**src/design/cdm_pkg.sv**
```systemverilog
`default_nettype none
package cdm_pkg;

   localparam logic [1:0] OP_TICK = 2'd0;
   localparam logic [1:0] OP_SEND = 2'd1;
   localparam logic [1:0] OP_RX   = 2'd2;

   localparam logic [2:0] K_RTS   = 3'd0;
   localparam logic [2:0] K_CTS   = 3'd1;
   localparam logic [2:0] K_DATA  = 3'd2;
   localparam logic [2:0] K_ACK   = 3'd3;
   localparam logic [2:0] K_BCAST = 3'd4;

   localparam logic [2:0] A_NONE     = 3'd0;
   localparam logic [2:0] A_TX       = 3'd1;
   localparam logic [2:0] A_DELIVER  = 3'd2;
   localparam logic [2:0] A_RADIO_RX = 3'd3;
   localparam logic [2:0] A_SENT     = 3'd4;
   localparam logic [2:0] A_DROP     = 3'd5;
   localparam logic [2:0] A_FULL     = 3'd6;

   localparam logic [3:0] ST_IDLE        = 4'd0;
   localparam logic [3:0] ST_BACKOFF     = 4'd1;
   localparam logic [3:0] ST_RTS         = 4'd2;
   localparam logic [3:0] ST_TIMEOUT     = 4'd3;
   localparam logic [3:0] ST_CTS         = 4'd4;
   localparam logic [3:0] ST_CTS_TIMEOUT = 4'd5;
   localparam logic [3:0] ST_DATA        = 4'd6;
   localparam logic [3:0] ST_BROADCAST   = 4'd7;
   localparam logic [3:0] ST_ACK         = 4'd8;
   localparam logic [3:0] ST_DONE        = 4'd9;
   localparam logic [3:0] ST_BROAD_DONE  = 4'd10;

   localparam logic [2:0] CSR_OWN_ADDRESS   = 3'd0;
   localparam logic [2:0] CSR_RTS_THRESHOLD = 3'd1;
   localparam logic [2:0] CSR_MAX_RETRIES   = 3'd2;
   localparam logic [2:0] CSR_BIT_TIME      = 3'd3;
   localparam logic [2:0] CSR_PHY_HEADER    = 3'd4;
   localparam logic [2:0] CSR_ENERGY_THR    = 3'd5;
   localparam logic [2:0] CSR_CS_ENABLE     = 3'd6;
   localparam logic [2:0] CSR_NOISE_ENABLE  = 3'd7;

   localparam logic [31:0] DIFS_NS = 32'd50000;
   localparam logic [31:0] SIFS_NS = 32'd10000;
   localparam logic [15:0] SLOT_NS = 16'd20000;
   localparam logic [31:0] PROP_NS = 32'd3000;
   localparam logic [4:0]  BE_MIN  = 5'd5;
   localparam logic [4:0]  BE_MAX  = 5'd10;
   localparam logic [11:0] CTL_BYTES     = 12'd10;
   localparam logic [11:0] RTS_BYTES     = 12'd16;
   localparam logic [12:0] MAC_HDR_BYTES = 13'd32;
   localparam logic [2:0]  MAX_RES = 3'd4;

   typedef struct packed {
      logic [2:0]  action;
      logic [2:0]  frame_kind;
      logic [15:0] peer_address;
      logic [31:0] frame_duration_ns;
      logic [11:0] frame_bytes;
   } res_type;

   function automatic logic [47:0] sat48(input logic [48:0] x);
      sat48 = x[48] ? 48'hFFFF_FFFF_FFFF : x[47:0];
   endfunction

   function automatic logic [31:0] sat32(input logic [33:0] x);
      sat32 = (x[33:32] != 2'b00) ? 32'hFFFF_FFFF : x[31:0];
   endfunction

   function automatic res_type make_res(input logic [2:0] act, input logic [2:0] kind,
                                        input logic [15:0] pa, input logic [31:0] dur,
                                        input logic [11:0] bytes);
      res_type r;
      r.action = act;
      r.frame_kind = kind;
      r.peer_address = pa;
      r.frame_duration_ns = dur;
      r.frame_bytes = bytes;
      make_res = r;
   endfunction

endpackage
`default_nettype wire

```
**src/design/cdm_req_if.sv**
```systemverilog
`default_nettype none
interface cdm_req_if;
   logic               valid;
   logic               ready;
   logic [1:0]         op;
   logic [47:0]        now_time;
   logic signed [7:0]  carrier_level_dbm;
   logic signed [7:0]  noise_level_dbm;
   logic [15:0]        random_fraction;
   logic [15:0]        request_dest;
   logic [11:0]        request_payload_bytes;
   logic [2:0]         rx_frame_kind;
   logic [15:0]        rx_source;
   logic [15:0]        rx_dest;
   logic [31:0]        rx_duration_ns;
   logic [11:0]        rx_bytes;

   modport source (output valid, op, now_time, carrier_level_dbm, noise_level_dbm,
                   random_fraction, request_dest, request_payload_bytes, rx_frame_kind,
                   rx_source, rx_dest, rx_duration_ns, rx_bytes, input ready);
   modport sink (input valid, op, now_time, carrier_level_dbm, noise_level_dbm,
                 random_fraction, request_dest, request_payload_bytes, rx_frame_kind,
                 rx_source, rx_dest, rx_duration_ns, rx_bytes, output ready);
endinterface
`default_nettype wire

```
**src/design/cdm_rsp_if.sv**
```systemverilog
`default_nettype none
interface cdm_rsp_if;
   logic        valid;
   logic        ready;
   logic [2:0]  action;
   logic [2:0]  frame_kind;
   logic [15:0] peer_address;
   logic [31:0] frame_duration_ns;
   logic [11:0] frame_bytes;
   logic        last;

   modport source (output valid, action, frame_kind, peer_address, frame_duration_ns,
                   frame_bytes, last, input ready);
   modport sink (input valid, action, frame_kind, peer_address, frame_duration_ns,
                 frame_bytes, last, output ready);
endinterface
`default_nettype wire

```
**src/design/cdm_ram.sv**
```systemverilog
`default_nettype none
module cdm_ram #(
   parameter int WIDTH = 28,
   parameter int DEPTH = 8
) (
   input  wire logic                                 clock,
   input  wire logic                                 wr_en,
   input  wire logic [(DEPTH > 1 ? $clog2(DEPTH) : 1)-1:0] wr_addr,
   input  wire logic [WIDTH-1:0]                     wr_data,
   input  wire logic [(DEPTH > 1 ? $clog2(DEPTH) : 1)-1:0] rd_addr,
   output logic [WIDTH-1:0]                          rd_data
);
   logic [WIDTH-1:0] mem_ff [DEPTH];
   logic [WIDTH-1:0] rd_data_ff;

   always_ff @(posedge clock) begin
      if (wr_en) begin
         mem_ff[wr_addr] <= wr_data;
      end
      rd_data_ff <= mem_ff[rd_addr];
   end

   assign rd_data = rd_data_ff;
endmodule
`default_nettype wire

```
**src/design/csma_ca_dcf_mac_controller.sv**
```systemverilog
`default_nettype none
// Each beat in is registered, decoded and run through the state machine steps; a frame
// transmission adds the airtime states, using the shared multiplier. Result beats go out one
// per cycle while the receiver is ready. One item is handled at a time.
// The airtime and backoff products all pass through a single registered multiplier.
// Reset is synchronous and clears the control state; the request queue memory is not cleared.
module csma_ca_dcf_mac_controller #(
   parameter int QUEUE_DEPTH = 8,
   parameter int ADDR_BITS = 16
) (
   input  wire logic        clock,
   input  wire logic        reset,
   cdm_req_if.sink          req_bus,
   cdm_rsp_if.source        rsp_bus,
   input  wire logic        csr_wr_en,
   input  wire logic [2:0]  csr_index,
   input  wire logic [15:0] csr_wr_data
);
   import cdm_pkg::*;

   localparam int PTR_W = (QUEUE_DEPTH > 1) ? $clog2(QUEUE_DEPTH) : 1;
   localparam int CNT_W = $clog2(QUEUE_DEPTH + 1);
   localparam int MB = (ADDR_BITS < 16) ? ADDR_BITS : 16;
   localparam logic [16:0] MASK17 = (17'd1 << MB) - 17'd1;
   localparam logic [15:0] ADDR_MASK = MASK17[15:0];

   localparam logic [3:0] Q_IDLE   = 4'd0;
   localparam logic [3:0] Q_DECODE = 4'd1;
   localparam logic [3:0] Q_MACH   = 4'd2;
   localparam logic [3:0] Q_FIFO   = 4'd3;
   localparam logic [3:0] Q_BO     = 4'd4;
   localparam logic [3:0] Q_AIR0   = 4'd5;
   localparam logic [3:0] Q_AIR1   = 4'd6;
   localparam logic [3:0] Q_AIR2   = 4'd7;
   localparam logic [3:0] Q_WAIT   = 4'd8;
   localparam logic [3:0] Q_SEND   = 4'd9;
   localparam logic [3:0] Q_OUT    = 4'd10;

   logic [15:0] own_ff, own_in;
   logic [11:0] rts_thr_ff, rts_thr_in;
   logic [7:0]  max_retry_ff, max_retry_in;
   logic [15:0] bit_time_ff, bit_time_in;
   logic [7:0]  phy_ff, phy_in;
   logic signed [7:0] thr_ff, thr_in;
   logic        cs_en_ff, cs_en_in;
   logic        noise_en_ff, noise_en_in;

   logic [3:0]  seq_ff, seq_in;
   logic [3:0]  mac_state_ff, mac_state_in;
   logic [3:0]  pending_ff, pending_in;
   logic [15:0] peer_ff, peer_in;
   logic [11:0] announced_ff, announced_in;
   logic [31:0] backoff_ff, backoff_in;
   logic        susp_ff, susp_in;
   logic [7:0]  retry_ff, retry_in;
   logic [3:0]  be_ff, be_in;
   logic [47:0] nav_ff, nav_in;
   logic [47:0] main_dl_ff, main_dl_in;
   logic        main_arm_ff, main_arm_in;
   logic [47:0] radio_dl_ff, radio_dl_in;
   logic        radio_arm_ff, radio_arm_in;
   logic [CNT_W-1:0] count_ff, count_in;
   logic [PTR_W-1:0] head_ff, head_in;
   logic        cur_valid_ff, cur_valid_in;
   logic [15:0] cur_dest_ff, cur_dest_in;
   logic [11:0] cur_bytes_ff, cur_bytes_in;
   logic [3:0]  guard_ff, guard_in;
   logic [2:0]  res_n_ff, res_n_in;
   logic [2:0]  res_rd_ff, res_rd_in;

   logic [1:0]  it_op_ff;
   logic [47:0] it_now_ff;
   logic signed [7:0] it_carrier_ff, it_noise_ff;
   logic [15:0] it_rnd_ff, it_rq_dest_ff, it_src_ff, it_dst_ff;
   logic [11:0] it_rq_pay_ff, it_rbytes_ff;
   logic [2:0]  it_kind_ff;
   logic [31:0] it_dur_ff;

   logic [31:0] air_ctl_ff, air_ctl_in;
   logic [31:0] air_x_ff, air_x_in;
   logic [31:0] air_rts_ff, air_rts_in;
   logic [33:0] nav_sum_ff, nav_sum_in;
   logic [33:0] wait_sum_ff, wait_sum_in;
   logic [41:0] p_ff, p_in;
   res_type     res_ff [4];
   res_type     res_in [4];

   logic        accept;
   logic        busy_c, for_us_c, cur_bcast_c, rq_bcast_c;
   logic [12:0] total_c;
   logic [11:0] total_sat_c;
   logic [CNT_W:0] tail_sum_c;
   logic [PTR_W-1:0] tail_c, head_next_c;
   logic [4:0]  be_inc_c;
   logic [7:0]  retry_inc_c;
   logic [11:0] x_bytes_c;
   logic [25:0] mul_a_c;
   logic [15:0] mul_b_c;
   logic [25:0] bo_fac_c;
   logic [31:0] pkt_c;
   logic        ram_we;
   logic [27:0] ram_rd_data;
   logic        push_a_v, push_b_v;
   res_type     push_a, push_b;
   logic [2:0]  n_a;
   res_type     out_c;

   assign accept = req_bus.valid && req_bus.ready;
   assign req_bus.ready = (seq_ff == Q_IDLE);

   assign busy_c = (cs_en_ff && (it_carrier_ff >= thr_ff)) ||
                   (noise_en_ff && (it_noise_ff >= thr_ff));
   assign for_us_c = (it_dst_ff == (own_ff & ADDR_MASK));
   assign cur_bcast_c = (cur_dest_ff == ADDR_MASK);
   assign rq_bcast_c = (it_rq_dest_ff == ADDR_MASK);
   assign total_c = {1'b0, it_rq_pay_ff} + MAC_HDR_BYTES;
   assign total_sat_c = total_c[12] ? 12'hFFF : total_c[11:0];
   assign tail_sum_c = (CNT_W+1)'(head_ff) + (CNT_W+1)'(count_ff);
   assign tail_c = (tail_sum_c >= (CNT_W+1)'(QUEUE_DEPTH)) ?
                   PTR_W'(tail_sum_c - (CNT_W+1)'(QUEUE_DEPTH)) : PTR_W'(tail_sum_c);
   assign head_next_c = (head_ff == PTR_W'(QUEUE_DEPTH - 1)) ? '0 : head_ff + 1'b1;
   assign be_inc_c = ({1'b0, be_ff} + 5'd1 > BE_MAX) ? BE_MAX : {1'b0, be_ff} + 5'd1;
   assign retry_inc_c = retry_ff + 8'd1;
   assign x_bytes_c = (mac_state_ff == ST_CTS) ? announced_ff : cur_bytes_ff;
   assign bo_fac_c = ({10'b0, it_rnd_ff} << be_inc_c) - {10'b0, it_rnd_ff};
   assign p_in = mul_a_c * mul_b_c;

   always_comb begin
      own_in = own_ff; rts_thr_in = rts_thr_ff; max_retry_in = max_retry_ff;
      bit_time_in = bit_time_ff; phy_in = phy_ff; thr_in = thr_ff;
      cs_en_in = cs_en_ff; noise_en_in = noise_en_ff;
      seq_in = seq_ff; mac_state_in = mac_state_ff; pending_in = pending_ff;
      peer_in = peer_ff; announced_in = announced_ff; backoff_in = backoff_ff;
      susp_in = susp_ff; retry_in = retry_ff; be_in = be_ff; nav_in = nav_ff;
      main_dl_in = main_dl_ff; main_arm_in = main_arm_ff;
      radio_dl_in = radio_dl_ff; radio_arm_in = radio_arm_ff;
      count_in = count_ff; head_in = head_ff; cur_valid_in = cur_valid_ff;
      cur_dest_in = cur_dest_ff; cur_bytes_in = cur_bytes_ff; guard_in = guard_ff;
      res_n_in = res_n_ff; res_rd_in = res_rd_ff;
      air_ctl_in = air_ctl_ff; air_x_in = air_x_ff; air_rts_in = air_rts_ff;
      nav_sum_in = nav_sum_ff; wait_sum_in = wait_sum_ff;
      res_in = res_ff;
      push_a_v = 1'b0; push_b_v = 1'b0;
      push_a = make_res(A_RADIO_RX, 3'd0, 16'd0, 32'd0, 12'd0);
      push_b = push_a;
      ram_we = 1'b0;
      pkt_c = air_x_ff;
      mul_a_c = 26'({1'b0, CTL_BYTES} + {5'b0, phy_ff});
      mul_b_c = bit_time_ff;

      if (csr_wr_en) begin
         case (csr_index)
            CSR_OWN_ADDRESS:   own_in = csr_wr_data;
            CSR_RTS_THRESHOLD: rts_thr_in = csr_wr_data[11:0];
            CSR_MAX_RETRIES:   max_retry_in = csr_wr_data[7:0];
            CSR_BIT_TIME:      bit_time_in = csr_wr_data;
            CSR_PHY_HEADER:    phy_in = csr_wr_data[7:0];
            CSR_ENERGY_THR:    thr_in = csr_wr_data[7:0];
            CSR_CS_ENABLE:     cs_en_in = csr_wr_data[0];
            CSR_NOISE_ENABLE:  noise_en_in = csr_wr_data[0];
            default: ;
         endcase
      end

      case (seq_ff)
         Q_IDLE: begin
            if (accept) begin
               res_n_in = 3'd0;
               res_rd_in = 3'd0;
               guard_in = 4'd0;
               seq_in = Q_DECODE;
            end
         end
         Q_DECODE: begin
            seq_in = Q_OUT;
            case (it_op_ff)
               OP_TICK: begin
                  if (radio_arm_ff && (it_now_ff >= radio_dl_ff)) begin
                     radio_arm_in = 1'b0;
                     push_a_v = 1'b1;
                  end
                  if (main_arm_ff && (it_now_ff >= main_dl_ff)) begin
                     seq_in = Q_MACH;
                  end
               end
               OP_SEND: begin
                  if (count_ff >= CNT_W'(QUEUE_DEPTH)) begin
                     push_a_v = 1'b1;
                     push_a = make_res(A_FULL, rq_bcast_c ? K_BCAST : K_DATA,
                                       it_rq_dest_ff, 32'd0, total_sat_c);
                  end else begin
                     ram_we = 1'b1;
                     count_in = count_ff + 1'b1;
                     if (mac_state_ff == ST_IDLE) begin
                        seq_in = Q_MACH;
                     end
                  end
               end
               OP_RX: begin
                  push_a_v = 1'b1;
                  case (it_kind_ff)
                     K_RTS, K_CTS, K_DATA: begin
                        if (!for_us_c) begin
                           if (nav_ff < sat48({1'b0, it_now_ff} + 49'(it_dur_ff))) begin
                              nav_in = sat48({1'b0, it_now_ff} + 49'(it_dur_ff));
                           end
                        end else if (it_kind_ff == K_RTS) begin
                           if (mac_state_ff == ST_IDLE || mac_state_ff == ST_BACKOFF) begin
                              peer_in = it_src_ff;
                              announced_in = it_rbytes_ff;
                              pending_in = (mac_state_ff == ST_BACKOFF) ? ST_BACKOFF : ST_IDLE;
                              mac_state_in = ST_CTS;
                              main_dl_in = sat48({1'b0, it_now_ff} + 49'(SIFS_NS));
                              main_arm_in = 1'b1;
                           end
                        end else if (it_kind_ff == K_CTS) begin
                           if (mac_state_ff == ST_TIMEOUT && peer_ff == it_src_ff) begin
                              mac_state_in = ST_DATA;
                              main_dl_in = sat48({1'b0, it_now_ff} + 49'(SIFS_NS));
                              main_arm_in = 1'b1;
                           end
                        end else begin
                           if ((mac_state_ff == ST_IDLE || mac_state_ff == ST_BACKOFF ||
                                mac_state_ff == ST_CTS_TIMEOUT) &&
                               !(mac_state_ff == ST_CTS_TIMEOUT && peer_ff != it_src_ff)) begin
                              pending_in = (mac_state_ff == ST_BACKOFF) ? ST_BACKOFF : ST_IDLE;
                              peer_in = it_src_ff;
                              mac_state_in = ST_ACK;
                              main_dl_in = sat48({1'b0, it_now_ff} + 49'(SIFS_NS));
                              main_arm_in = 1'b1;
                              push_b_v = 1'b1;
                              push_b = make_res(A_DELIVER, K_DATA, it_src_ff, 32'd0,
                                                it_rbytes_ff);
                           end
                        end
                     end
                     K_BCAST: begin
                        if (it_dst_ff == ADDR_MASK) begin
                           push_b_v = 1'b1;
                           push_b = make_res(A_DELIVER, K_BCAST, it_src_ff, 32'd0,
                                             it_rbytes_ff);
                        end
                     end
                     K_ACK: begin
                        if (for_us_c && mac_state_ff == ST_TIMEOUT && peer_ff == it_src_ff) begin
                           push_b_v = 1'b1;
                           push_b = make_res(A_SENT, cur_bcast_c ? K_BCAST : K_DATA,
                                             cur_dest_ff, 32'd0, cur_bytes_ff);
                           cur_valid_in = 1'b0;
                           mac_state_in = ST_IDLE;
                           seq_in = Q_MACH;
                        end
                     end
                     default: ;
                  endcase
               end
               default: ;
            endcase
         end
         Q_MACH: begin
            if (guard_ff == 4'd12) begin
               seq_in = Q_OUT;
            end else begin
               guard_in = guard_ff + 4'd1;
               main_arm_in = 1'b0;
               case (mac_state_ff)
                  ST_IDLE: begin
                     if (!cur_valid_ff) begin
                        seq_in = (count_ff == '0) ? Q_OUT : Q_FIFO;
                     end else begin
                        mac_state_in = ST_BACKOFF;
                        pending_in = ST_BACKOFF;
                        be_in = 4'(BE_MIN - 5'd1);
                        retry_in = 8'd0;
                        backoff_in = DIFS_NS;
                        susp_in = 1'b0;
                     end
                  end
                  ST_BACKOFF: begin
                     if (backoff_ff != 32'd0 && backoff_ff < 32'(SLOT_NS)) begin
                        backoff_in = 32'd0;
                     end else if (backoff_ff != 32'd0) begin
                        if ((it_now_ff < nav_ff) || busy_c) begin
                           if (!susp_ff) begin
                              susp_in = 1'b1;
                              backoff_in = sat32({2'b0, backoff_ff} + 34'(DIFS_NS));
                           end
                        end else begin
                           susp_in = 1'b0;
                           backoff_in = backoff_ff - 32'(SLOT_NS);
                        end
                        main_dl_in = sat48({1'b0, it_now_ff} + 49'(SLOT_NS));
                        main_arm_in = 1'b1;
                        seq_in = Q_OUT;
                     end else begin
                        if (cur_bcast_c) begin
                           mac_state_in = ST_BROADCAST;
                        end else if (cur_bytes_ff < rts_thr_ff) begin
                           mac_state_in = ST_DATA;
                        end else begin
                           mac_state_in = ST_RTS;
                        end
                        pending_in = ST_IDLE;
                        peer_in = cur_dest_ff;
                     end
                  end
                  ST_RTS, ST_CTS, ST_DATA, ST_BROADCAST, ST_ACK: begin
                     seq_in = Q_AIR0;
                  end
                  ST_TIMEOUT: begin
                     retry_in = retry_inc_c;
                     if (retry_inc_c >= max_retry_ff) begin
                        push_a_v = 1'b1;
                        push_a = make_res(A_DROP, cur_bcast_c ? K_BCAST : K_DATA,
                                          cur_dest_ff, 32'd0, cur_bytes_ff);
                        cur_valid_in = 1'b0;
                        mac_state_in = ST_IDLE;
                     end else begin
                        be_in = be_inc_c[3:0];
                        mul_a_c = bo_fac_c;
                        mul_b_c = SLOT_NS;
                        seq_in = Q_BO;
                     end
                  end
                  ST_CTS_TIMEOUT, ST_DONE: begin
                     mac_state_in = pending_ff;
                     if (pending_ff != ST_IDLE) begin
                        peer_in = cur_dest_ff;
                     end
                  end
                  ST_BROAD_DONE: begin
                     push_a_v = 1'b1;
                     push_a = make_res(A_SENT, K_BCAST, cur_dest_ff, 32'd0, cur_bytes_ff);
                     cur_valid_in = 1'b0;
                     mac_state_in = ST_IDLE;
                  end
                  default: seq_in = Q_OUT;
               endcase
            end
         end
         Q_FIFO: begin
            cur_dest_in = ram_rd_data[27:12];
            cur_bytes_in = ram_rd_data[11:0];
            cur_valid_in = 1'b1;
            head_in = head_next_c;
            count_in = count_ff - 1'b1;
            mac_state_in = ST_BACKOFF;
            pending_in = ST_BACKOFF;
            be_in = 4'(BE_MIN - 5'd1);
            retry_in = 8'd0;
            backoff_in = DIFS_NS;
            susp_in = 1'b0;
            seq_in = Q_MACH;
         end
         Q_BO: begin
            backoff_in = 32'(p_ff[41:16]) + DIFS_NS;
            susp_in = 1'b0;
            mac_state_in = ST_BACKOFF;
            pending_in = ST_BACKOFF;
            seq_in = Q_MACH;
         end
         Q_AIR0: begin
            air_ctl_in = {p_ff[28:0], 3'b000};
            mul_a_c = 26'({1'b0, x_bytes_c} + {5'b0, phy_ff});
            seq_in = Q_AIR1;
         end
         Q_AIR1: begin
            air_x_in = {p_ff[28:0], 3'b000};
            mul_a_c = 26'({1'b0, RTS_BYTES} + {5'b0, phy_ff});
            seq_in = Q_AIR2;
         end
         Q_AIR2: begin
            air_rts_in = {p_ff[28:0], 3'b000};
            case (mac_state_ff)
               ST_RTS: nav_sum_in = 34'(3 * SIFS_NS) + {1'b0, air_ctl_ff, 1'b0} +
                                    {2'b0, air_x_ff};
               ST_CTS: nav_sum_in = 34'(2 * SIFS_NS) + {2'b0, air_ctl_ff} + {2'b0, air_x_ff};
               ST_DATA: nav_sum_in = 34'(SIFS_NS) + {2'b0, air_ctl_ff};
               default: nav_sum_in = 34'd0;
            endcase
            seq_in = Q_WAIT;
         end
         Q_WAIT: begin
            case (mac_state_ff)
               ST_RTS: wait_sum_in = 34'(SIFS_NS + PROP_NS) + {2'b0, air_ctl_ff} +
                                     {2'b0, air_rts_ff};
               ST_CTS, ST_DATA: wait_sum_in = 34'(SIFS_NS + PROP_NS) + {2'b0, air_ctl_ff} +
                                              {2'b0, air_x_ff};
               ST_BROADCAST: wait_sum_in = 34'(SIFS_NS) + {2'b0, air_x_ff};
               default: wait_sum_in = 34'(SIFS_NS) + {2'b0, air_ctl_ff};
            endcase
            seq_in = Q_SEND;
         end
         Q_SEND: begin
            push_a_v = 1'b1;
            case (mac_state_ff)
               ST_RTS: begin
                  pkt_c = air_rts_ff;
                  push_a = make_res(A_TX, K_RTS, peer_ff, sat32(nav_sum_ff), cur_bytes_ff);
                  mac_state_in = ST_TIMEOUT;
               end
               ST_CTS: begin
                  pkt_c = air_ctl_ff;
                  push_a = make_res(A_TX, K_CTS, peer_ff, sat32(nav_sum_ff), CTL_BYTES);
                  mac_state_in = ST_CTS_TIMEOUT;
               end
               ST_DATA: begin
                  push_a = make_res(A_TX, K_DATA, cur_dest_ff, sat32(nav_sum_ff),
                                    cur_bytes_ff);
                  mac_state_in = ST_TIMEOUT;
               end
               ST_BROADCAST: begin
                  push_a = make_res(A_TX, K_BCAST, cur_dest_ff, 32'd0, cur_bytes_ff);
                  mac_state_in = ST_BROAD_DONE;
               end
               default: begin
                  pkt_c = air_ctl_ff;
                  push_a = make_res(A_TX, K_ACK, peer_ff, 32'd0, CTL_BYTES);
                  mac_state_in = ST_DONE;
               end
            endcase
            radio_dl_in = sat48({1'b0, it_now_ff} + 49'(pkt_c));
            radio_arm_in = 1'b1;
            main_dl_in = sat48({1'b0, it_now_ff} + 49'(wait_sum_ff));
            main_arm_in = 1'b1;
            seq_in = Q_OUT;
         end
         Q_OUT: begin
            if (rsp_bus.valid && rsp_bus.ready) begin
               res_rd_in = res_rd_ff + 3'd1;
            end
            if (res_rd_ff >= res_n_ff) begin
               seq_in = Q_IDLE;
            end
         end
         default: seq_in = Q_IDLE;
      endcase

      n_a = res_n_in;
      if (push_a_v && n_a < MAX_RES) begin
         res_in[n_a[1:0]] = push_a;
         n_a = n_a + 3'd1;
      end
      if (push_b_v && n_a < MAX_RES) begin
         res_in[n_a[1:0]] = push_b;
         n_a = n_a + 3'd1;
      end
      res_n_in = n_a;
   end

   always_ff @(posedge clock) begin
      if (reset) begin
         own_ff <= 16'd0;
         rts_thr_ff <= 12'd500;
         max_retry_ff <= 8'd7;
         bit_time_ff <= 16'd1000;
         phy_ff <= 8'd0;
         thr_ff <= -8'sd74;
         cs_en_ff <= 1'b1;
         noise_en_ff <= 1'b1;
         seq_ff <= Q_IDLE;
         mac_state_ff <= ST_IDLE;
         pending_ff <= ST_IDLE;
         peer_ff <= 16'd0;
         announced_ff <= 12'd0;
         backoff_ff <= 32'd0;
         susp_ff <= 1'b0;
         retry_ff <= 8'd0;
         be_ff <= 4'd0;
         nav_ff <= 48'd0;
         main_dl_ff <= 48'd0;
         main_arm_ff <= 1'b0;
         radio_dl_ff <= 48'd0;
         radio_arm_ff <= 1'b0;
         count_ff <= '0;
         head_ff <= '0;
         cur_valid_ff <= 1'b0;
         cur_dest_ff <= 16'd0;
         cur_bytes_ff <= 12'd0;
         guard_ff <= 4'd0;
         res_n_ff <= 3'd0;
         res_rd_ff <= 3'd0;
      end else begin
         own_ff <= own_in;
         rts_thr_ff <= rts_thr_in;
         max_retry_ff <= max_retry_in;
         bit_time_ff <= bit_time_in;
         phy_ff <= phy_in;
         thr_ff <= thr_in;
         cs_en_ff <= cs_en_in;
         noise_en_ff <= noise_en_in;
         seq_ff <= seq_in;
         mac_state_ff <= mac_state_in;
         pending_ff <= pending_in;
         peer_ff <= peer_in;
         announced_ff <= announced_in;
         backoff_ff <= backoff_in;
         susp_ff <= susp_in;
         retry_ff <= retry_in;
         be_ff <= be_in;
         nav_ff <= nav_in;
         main_dl_ff <= main_dl_in;
         main_arm_ff <= main_arm_in;
         radio_dl_ff <= radio_dl_in;
         radio_arm_ff <= radio_arm_in;
         count_ff <= count_in;
         head_ff <= head_in;
         cur_valid_ff <= cur_valid_in;
         cur_dest_ff <= cur_dest_in;
         cur_bytes_ff <= cur_bytes_in;
         guard_ff <= guard_in;
         res_n_ff <= res_n_in;
         res_rd_ff <= res_rd_in;
      end
   end

   always_ff @(posedge clock) begin
      if (accept) begin
         it_op_ff <= req_bus.op;
         it_now_ff <= req_bus.now_time;
         it_carrier_ff <= req_bus.carrier_level_dbm;
         it_noise_ff <= req_bus.noise_level_dbm;
         it_rnd_ff <= req_bus.random_fraction;
         it_rq_dest_ff <= req_bus.request_dest & ADDR_MASK;
         it_rq_pay_ff <= req_bus.request_payload_bytes;
         it_kind_ff <= req_bus.rx_frame_kind;
         it_src_ff <= req_bus.rx_source & ADDR_MASK;
         it_dst_ff <= req_bus.rx_dest & ADDR_MASK;
         it_dur_ff <= req_bus.rx_duration_ns;
         it_rbytes_ff <= req_bus.rx_bytes;
      end
      air_ctl_ff <= air_ctl_in;
      air_x_ff <= air_x_in;
      air_rts_ff <= air_rts_in;
      nav_sum_ff <= nav_sum_in;
      wait_sum_ff <= wait_sum_in;
      p_ff <= p_in;
      res_ff <= res_in;
   end

   cdm_ram #(
      .WIDTH(28),
      .DEPTH(QUEUE_DEPTH)
   ) u_queue (
      .clock   (clock),
      .wr_en   (ram_we),
      .wr_addr (tail_c),
      .wr_data ({it_rq_dest_ff, total_sat_c}),
      .rd_addr (head_ff),
      .rd_data (ram_rd_data)
   );

   assign out_c = res_ff[res_rd_ff[1:0]];
   assign rsp_bus.valid = (seq_ff == Q_OUT) && (res_rd_ff < res_n_ff);
   assign rsp_bus.action = out_c.action;
   assign rsp_bus.frame_kind = out_c.frame_kind;
   assign rsp_bus.peer_address = out_c.peer_address;
   assign rsp_bus.frame_duration_ns = out_c.frame_duration_ns;
   assign rsp_bus.frame_bytes = out_c.frame_bytes;
   assign rsp_bus.last = ((res_rd_ff + 3'd1) == res_n_ff);
endmodule
`default_nettype wire

```
**src/flat_wrapper.sv**
```systemverilog
// flat-port wrapper written by rule: the top's interface ports become plain ports
module csma_ca_dcf_mac_controller_flat import cdm_pkg::*;
#(
   parameter int QUEUE_DEPTH = 8,
   parameter int ADDR_BITS = 16
)
  (clock, reset, csr_wr_en, csr_index, csr_wr_data, req_bus_valid, req_bus_op, req_bus_now_time, req_bus_carrier_level_dbm, req_bus_noise_level_dbm, req_bus_random_fraction, req_bus_request_dest, req_bus_request_payload_bytes, req_bus_rx_frame_kind, req_bus_rx_source, req_bus_rx_dest, req_bus_rx_duration_ns, req_bus_rx_bytes, req_bus_ready, rsp_bus_valid, rsp_bus_action, rsp_bus_frame_kind, rsp_bus_peer_address, rsp_bus_frame_duration_ns, rsp_bus_frame_bytes, rsp_bus_last, rsp_bus_ready);
  cdm_req_if req_bus_i ();
  cdm_rsp_if rsp_bus_i ();
  input  wire logic clock;
  input  wire logic reset;
  input  wire logic csr_wr_en;
  input  wire logic [2:0] csr_index;
  input  wire logic [15:0] csr_wr_data;
  input wire logic [$bits(req_bus_i.valid)-1:0] req_bus_valid;
  input wire logic [$bits(req_bus_i.op)-1:0] req_bus_op;
  input wire logic [$bits(req_bus_i.now_time)-1:0] req_bus_now_time;
  input wire logic [$bits(req_bus_i.carrier_level_dbm)-1:0] req_bus_carrier_level_dbm;
  input wire logic [$bits(req_bus_i.noise_level_dbm)-1:0] req_bus_noise_level_dbm;
  input wire logic [$bits(req_bus_i.random_fraction)-1:0] req_bus_random_fraction;
  input wire logic [$bits(req_bus_i.request_dest)-1:0] req_bus_request_dest;
  input wire logic [$bits(req_bus_i.request_payload_bytes)-1:0] req_bus_request_payload_bytes;
  input wire logic [$bits(req_bus_i.rx_frame_kind)-1:0] req_bus_rx_frame_kind;
  input wire logic [$bits(req_bus_i.rx_source)-1:0] req_bus_rx_source;
  input wire logic [$bits(req_bus_i.rx_dest)-1:0] req_bus_rx_dest;
  input wire logic [$bits(req_bus_i.rx_duration_ns)-1:0] req_bus_rx_duration_ns;
  input wire logic [$bits(req_bus_i.rx_bytes)-1:0] req_bus_rx_bytes;
  output wire logic [$bits(req_bus_i.ready)-1:0] req_bus_ready;
  output wire logic [$bits(rsp_bus_i.valid)-1:0] rsp_bus_valid;
  output wire logic [$bits(rsp_bus_i.action)-1:0] rsp_bus_action;
  output wire logic [$bits(rsp_bus_i.frame_kind)-1:0] rsp_bus_frame_kind;
  output wire logic [$bits(rsp_bus_i.peer_address)-1:0] rsp_bus_peer_address;
  output wire logic [$bits(rsp_bus_i.frame_duration_ns)-1:0] rsp_bus_frame_duration_ns;
  output wire logic [$bits(rsp_bus_i.frame_bytes)-1:0] rsp_bus_frame_bytes;
  output wire logic [$bits(rsp_bus_i.last)-1:0] rsp_bus_last;
  input wire logic [$bits(rsp_bus_i.ready)-1:0] rsp_bus_ready;
  assign req_bus_i.valid = req_bus_valid;
  assign req_bus_i.op = req_bus_op;
  assign req_bus_i.now_time = req_bus_now_time;
  assign req_bus_i.carrier_level_dbm = req_bus_carrier_level_dbm;
  assign req_bus_i.noise_level_dbm = req_bus_noise_level_dbm;
  assign req_bus_i.random_fraction = req_bus_random_fraction;
  assign req_bus_i.request_dest = req_bus_request_dest;
  assign req_bus_i.request_payload_bytes = req_bus_request_payload_bytes;
  assign req_bus_i.rx_frame_kind = req_bus_rx_frame_kind;
  assign req_bus_i.rx_source = req_bus_rx_source;
  assign req_bus_i.rx_dest = req_bus_rx_dest;
  assign req_bus_i.rx_duration_ns = req_bus_rx_duration_ns;
  assign req_bus_i.rx_bytes = req_bus_rx_bytes;
  assign req_bus_ready = req_bus_i.ready;
  assign rsp_bus_valid = rsp_bus_i.valid;
  assign rsp_bus_action = rsp_bus_i.action;
  assign rsp_bus_frame_kind = rsp_bus_i.frame_kind;
  assign rsp_bus_peer_address = rsp_bus_i.peer_address;
  assign rsp_bus_frame_duration_ns = rsp_bus_i.frame_duration_ns;
  assign rsp_bus_frame_bytes = rsp_bus_i.frame_bytes;
  assign rsp_bus_last = rsp_bus_i.last;
  assign rsp_bus_i.ready = rsp_bus_ready;
  csma_ca_dcf_mac_controller #(.QUEUE_DEPTH(QUEUE_DEPTH), .ADDR_BITS(ADDR_BITS)) u_core (.clock(clock), .reset(reset), .req_bus(req_bus_i), .rsp_bus(rsp_bus_i), .csr_wr_en(csr_wr_en), .csr_index(csr_index), .csr_wr_data(csr_wr_data));
endmodule
```
**config.mk**
```make
export PLATFORM = sky130hd
export DESIGN_NAME = csma_ca_dcf_mac_controller_flat
export DESIGN_NICKNAME = d
export VERILOG_FILES = /design/src/design/cdm_pkg.sv /design/src/design/cdm_req_if.sv /design/src/design/cdm_rsp_if.sv /design/src/design/cdm_ram.sv /design/src/design/csma_ca_dcf_mac_controller.sv /design/src/flat_wrapper.sv
export SDC_FILE = /design/constraint.sdc
export NUM_CORES = 2
export LEC_CHECK = 0
export BUFFER_PORTS_ARGS = -buffer_cell sky130_fd_sc_hd__clkbuf_2
export CAP_MARGIN = 20
export CORE_MARGIN = 3
export CORE_UTILIZATION = 50
export DETAILED_ROUTE_END_ITERATION = 16
export HOLD_SLACK_MARGIN = 0.06
export PLACE_DENSITY = 0.73
export SLEW_MARGIN = 40
export SYNTH_ARGS = -nofsm -noshare
export SYNTH_HDL_FRONTEND = slang
export SYNTH_SLANG_ARGS = --single-unit
```
**constraint.sdc**
```tcl
create_clock -name clock -period 10 [get_ports clock]
set_input_delay 2 -clock clock [delete_from_list [all_inputs] [get_ports clock]]
set_output_delay 2 -clock clock [all_outputs]
set_load 0.005 [all_outputs]
```
==> flow_summary.toml <==
[drt]
first_pass_iters = 8
routed_wl_um = 266000
avgViaCountPerCell = 6.09
remaining_drc_errors = 0
dr.first_iter.drc_count = 6870
postRouteAntennaNets = 0
vias = 71800
avgRoutedWirePerCell_um = 22.6

[setup_path]
r2r-start = "u_core.be_ff[1]$_SDFFE_PP0P_"
crit_top_cell = "fa_1"
rrSetupSlack_ns = 0.24
cpMaxStageDelayCell = "fa_1"
startpoint_type = "flip-flop"
r2r_end = "u_core.p_ff[39]$_DFF_P_"
path_class = "reg -> reg"
cp.arrival_ns = 10.45
crit_path_max_incr_delay_ns = 0.53
cp-end-kind = "flip-flop"
required_ns = 10.69
crit_fanout = 13
r2r_cells = 42

[timing]
skew_ns = 0.0672
worst_slew_pin_slew_ns = 0.943
fmax_mhz = 102
relSlewSlack_pct = 36.6
min_period_ns = 9.76
setup_viol = 0
fin_crit_sh_pct = 97.6
hold_viol = 0
drv_slew = 0

[yosys]
netlist_area_um2 = 85500
avgSynthCellArea_um2 = 9.34
synthCells = 9163
yosysUniqueCellTypes = 106
synth_seq_cells = 1240
synth_common_cells = "990 x nand2_1, 824 x nor2_1, 701 x inv_1"
synthFlopType = "dfxtp_1"
synth-edff-count = 562
yosysMostFrequentCell = "nand2_1"
synth_top_area_cell = "edfxtp_1"
async_reset_ff_share_pct = 0
synthTopCellsByArea = "edfxtp_1 20%, dfxtp_1 16%, ha_1 8.9%"
yosys.area.top_type_share_pct = 19.7
synth_seq_area_share_pct = 35.6
ys_warn_count = 0

[grt]
grt_overflow = 0
grt_pass1_vias = 70900
antenna_found_initial = 11
grt_pass1_wl_um = 409000
track_usage_pct = 29.7
grt_max_degree = 126

[floorplanning]
die_h_um = 420
coreArea_um2 = 170000
rows = 151
initial_core_util_pct = 50.4
pin_count = 282
die_area_um2 = 176000
die_w_um = 420

[placed_design]
finalWeightedCongestion = 0.993
hpwl_um = 197000
port_buffers = 281
placed_cell_area_um2 = 90100

[clocking]
path_clk_slew_ns = 0.07
cts_tree = "built"
ctsLongestPathBuffers = 3
clock-sinks = 1240
clockRootBuffer = "clkbuf_16"
cts_buffers = 137
cts_htree_levels = 4
clock_latency_ns = 0.82

[pwr]
seqPwrFrac_pct = 30.3
p_int_mw = 14.4
switching_share_pct = 42.2
p_comb_share_pct = 49.3
power_density_nw_per_um2 = 261
power_mw = 24.9
p_leak_nw = 37.8
netSwitchingPower_mw = 10.5
clockPowerShare_pct = 20.5
vdd_drop_max_uv = 354

[outcome]
status = "finished, final reports clean"

[worst_hold_path]
worstHoldEndpoint = "u_core.cur_bytes_ff[9]$_SDFFE_PP0P_"
min-delay-start = "u_core.u_queue.rd_data[9]$_DFF_P_"
hold-path-cell-count = 2
holdCritPathClass = "reg -> reg"

[finish]
fillers = 14700
final_util_pct = 56.1
drive_gt1_share_pct = 11.5
multi_input_area_um2 = 51600
areaGrowthSynthToFinish_pct = 11.2
final-seq-area_um2 = 30500
nets = 10600
final_area_um2 = 95100

[run]
max_cap_viol_count = 0
flip-flops by register name, indices dropped and copies added (netlist names), 28 cells and up:
name                    flops
u_core.u_queue.rd_data     28
u_core.air_ctl_ff          29
u_core.nav_sum_ff          31
u_core.backoff_ff          32
u_core.air_rts_ff          29
u_core.it_dur_ff           32
u_core.wait_sum_ff         31
u_core.nav_ff              48
u_core.main_dl_ff          48
u_core.p_ff                42
u_core.res_ff             264
u_core.it_now_ff           48
u_core.air_x_ff            29
u_core.radio_dl_ff         48
u_core.u_queue.mem_ff     224
timing repair:
action,4_1_cts,5_1_grt
pin swaps,1,20
hold endpoints to repair,0,0
hold buffers,0,0
buffers inserted,0,14
cloned,0,1
endpoints found under the setup margin,5,18
resized for setup,4,63
worst max-delay path by stage:
stage	to	cells after the start	from	slack, ns
floorplan	u_core.p_ff[37]$_DFF_P_	44	u_core.be_ff[1]$_SDFFE_PP0P_	0.26
global placement	u_core.p_ff[37]$_DFF_P_	41	u_core.be_ff[0]$_SDFFE_PP0P_	0.04
detailed placement	u_core.p_ff[37]$_DFF_P_	40	u_core.be_ff[0]$_SDFFE_PP0P_	-0.23
CTS	u_core.p_ff[37]$_DFF_P_	42	u_core.be_ff[1]$_SDFFE_PP0P_	0.02
global route	u_core.p_ff[39]$_DFF_P_	42	u_core.be_ff[1]$_SDFFE_PP0P_	-0.09
finish	u_core.p_ff[39]$_DFF_P_	42	u_core.be_ff[1]$_SDFFE_PP0P_	0.24
cell type report:
| cell class | instances | share of cell area (%) |
|---|---|---|
| multi-input cells | 6886 | 54.2 |
| diodes | 8 | 0.0210 |
| inverters | 703 | 2.79 |
| clock buffers | 186 | 3.97 |
| repair buffers | 480 | 3.26 |
| well taps | 2218 | 2.92 |
| clock inverters | 67 | 0.818 |
| flip-flops and latches | 1240 | 32.0 |
per-stage QoR:
stage / setup slack, ns / setup TNS (ns) / cells / hold WS, ns
2_1_floorplan: 0.260 / 0 / 9304 / 0.417
3_5_place_dp: -0.230 / -0.715 / 11500 / 0.433
4_1_cts: 0.0237 / 0 / 11800 / 0.442
5_1_grt: -0.0905 / -0.480 / 11800 / 0.461
6_report: 0.238 / 0 / 11800 / 0.440
3_3_place_gp: 0.0432 / 0 / 11500 / 0.423
layout by cell type (no fill, tap or decap), types with 46 or more instances in the layout:
cell type	count
inv_1	700
or3_1	67
dfxtp_1	672
conb_1	143
o21ai_1	46
o211ai_1	83
fa_1	344
clkbuf_16	138
nand4_1	116
and2_1	72
mux2_2	96
a221oi_1	79
and3_1	71
mux4_2	123
nand2b_1	121
o21ai_0	544
o21a_1	65
a21oi_1	580
xnor2_1	304
xor2_1	177
nand3_1	169
clkbuf_2	280
a211oi_1	110
a21o_1	164
mux2i_1	92
buf_4	174
nor3_1	121
nand2_1	986
nor2b_1	87
ha_1	602
a22oi_1	86
nor2_1	800
edfxtp_1	562
routing by layer:
layer  up-vias  global-route usage [%]  share of wire (%)
li1      32900                       -                  -
met1     34900                    37.6                 40
met2      3244                    48.8                 47
met3       694                    4.57                7.7
met4         6                    15.9                5.9
met5         -                       0              0.015
worst max-delay path, delay by kind of cell, from the launching register on:
family / cells / cell delay, ns
adder cells (fa/ha/maj): 10 / 4.24
AND/OR/NAND/NOR: 9 / 1.25
flip-flops: 1 / 0.36
buffers and inverters: 7 / 0.74
AO/OA/AOI/OAI: 16 / 3.03
cells by family (layout without fill, tap and decap cells):
logic type,count (synthesis),count (layout),share of synthesized area [%]
AO/OA/AOI/OAI,2207,2207,16.6
XOR/XNOR,481,481,4.93
adder cells (fa/ha/maj),950,950,16.9
buffers and inverters,1178,1436,5.42
flip-flops,1240,1240,35.6
multiplexers,311,311,5.58
other,2,151,0.00878
AND/OR/NAND/NOR,2794,2794,15.0
power by group through the flow:
stage / registers, mW / logic (mW) / clock network [mW]
2_1_floorplan: 7.09 / 8.61 / 0
3_3_place_gp: 7.53 / 11.3 / 0
3_5_place_dp: 7.56 / 11.7 / 0
4_1_cts: 7.48 / 11.7 / 5.14
5_1_grt: 7.60 / 13.6 / 5.35
6_report: 7.52 / 12.2 / 5.08
Note: power is estimated with default switching activity, not from simulation.
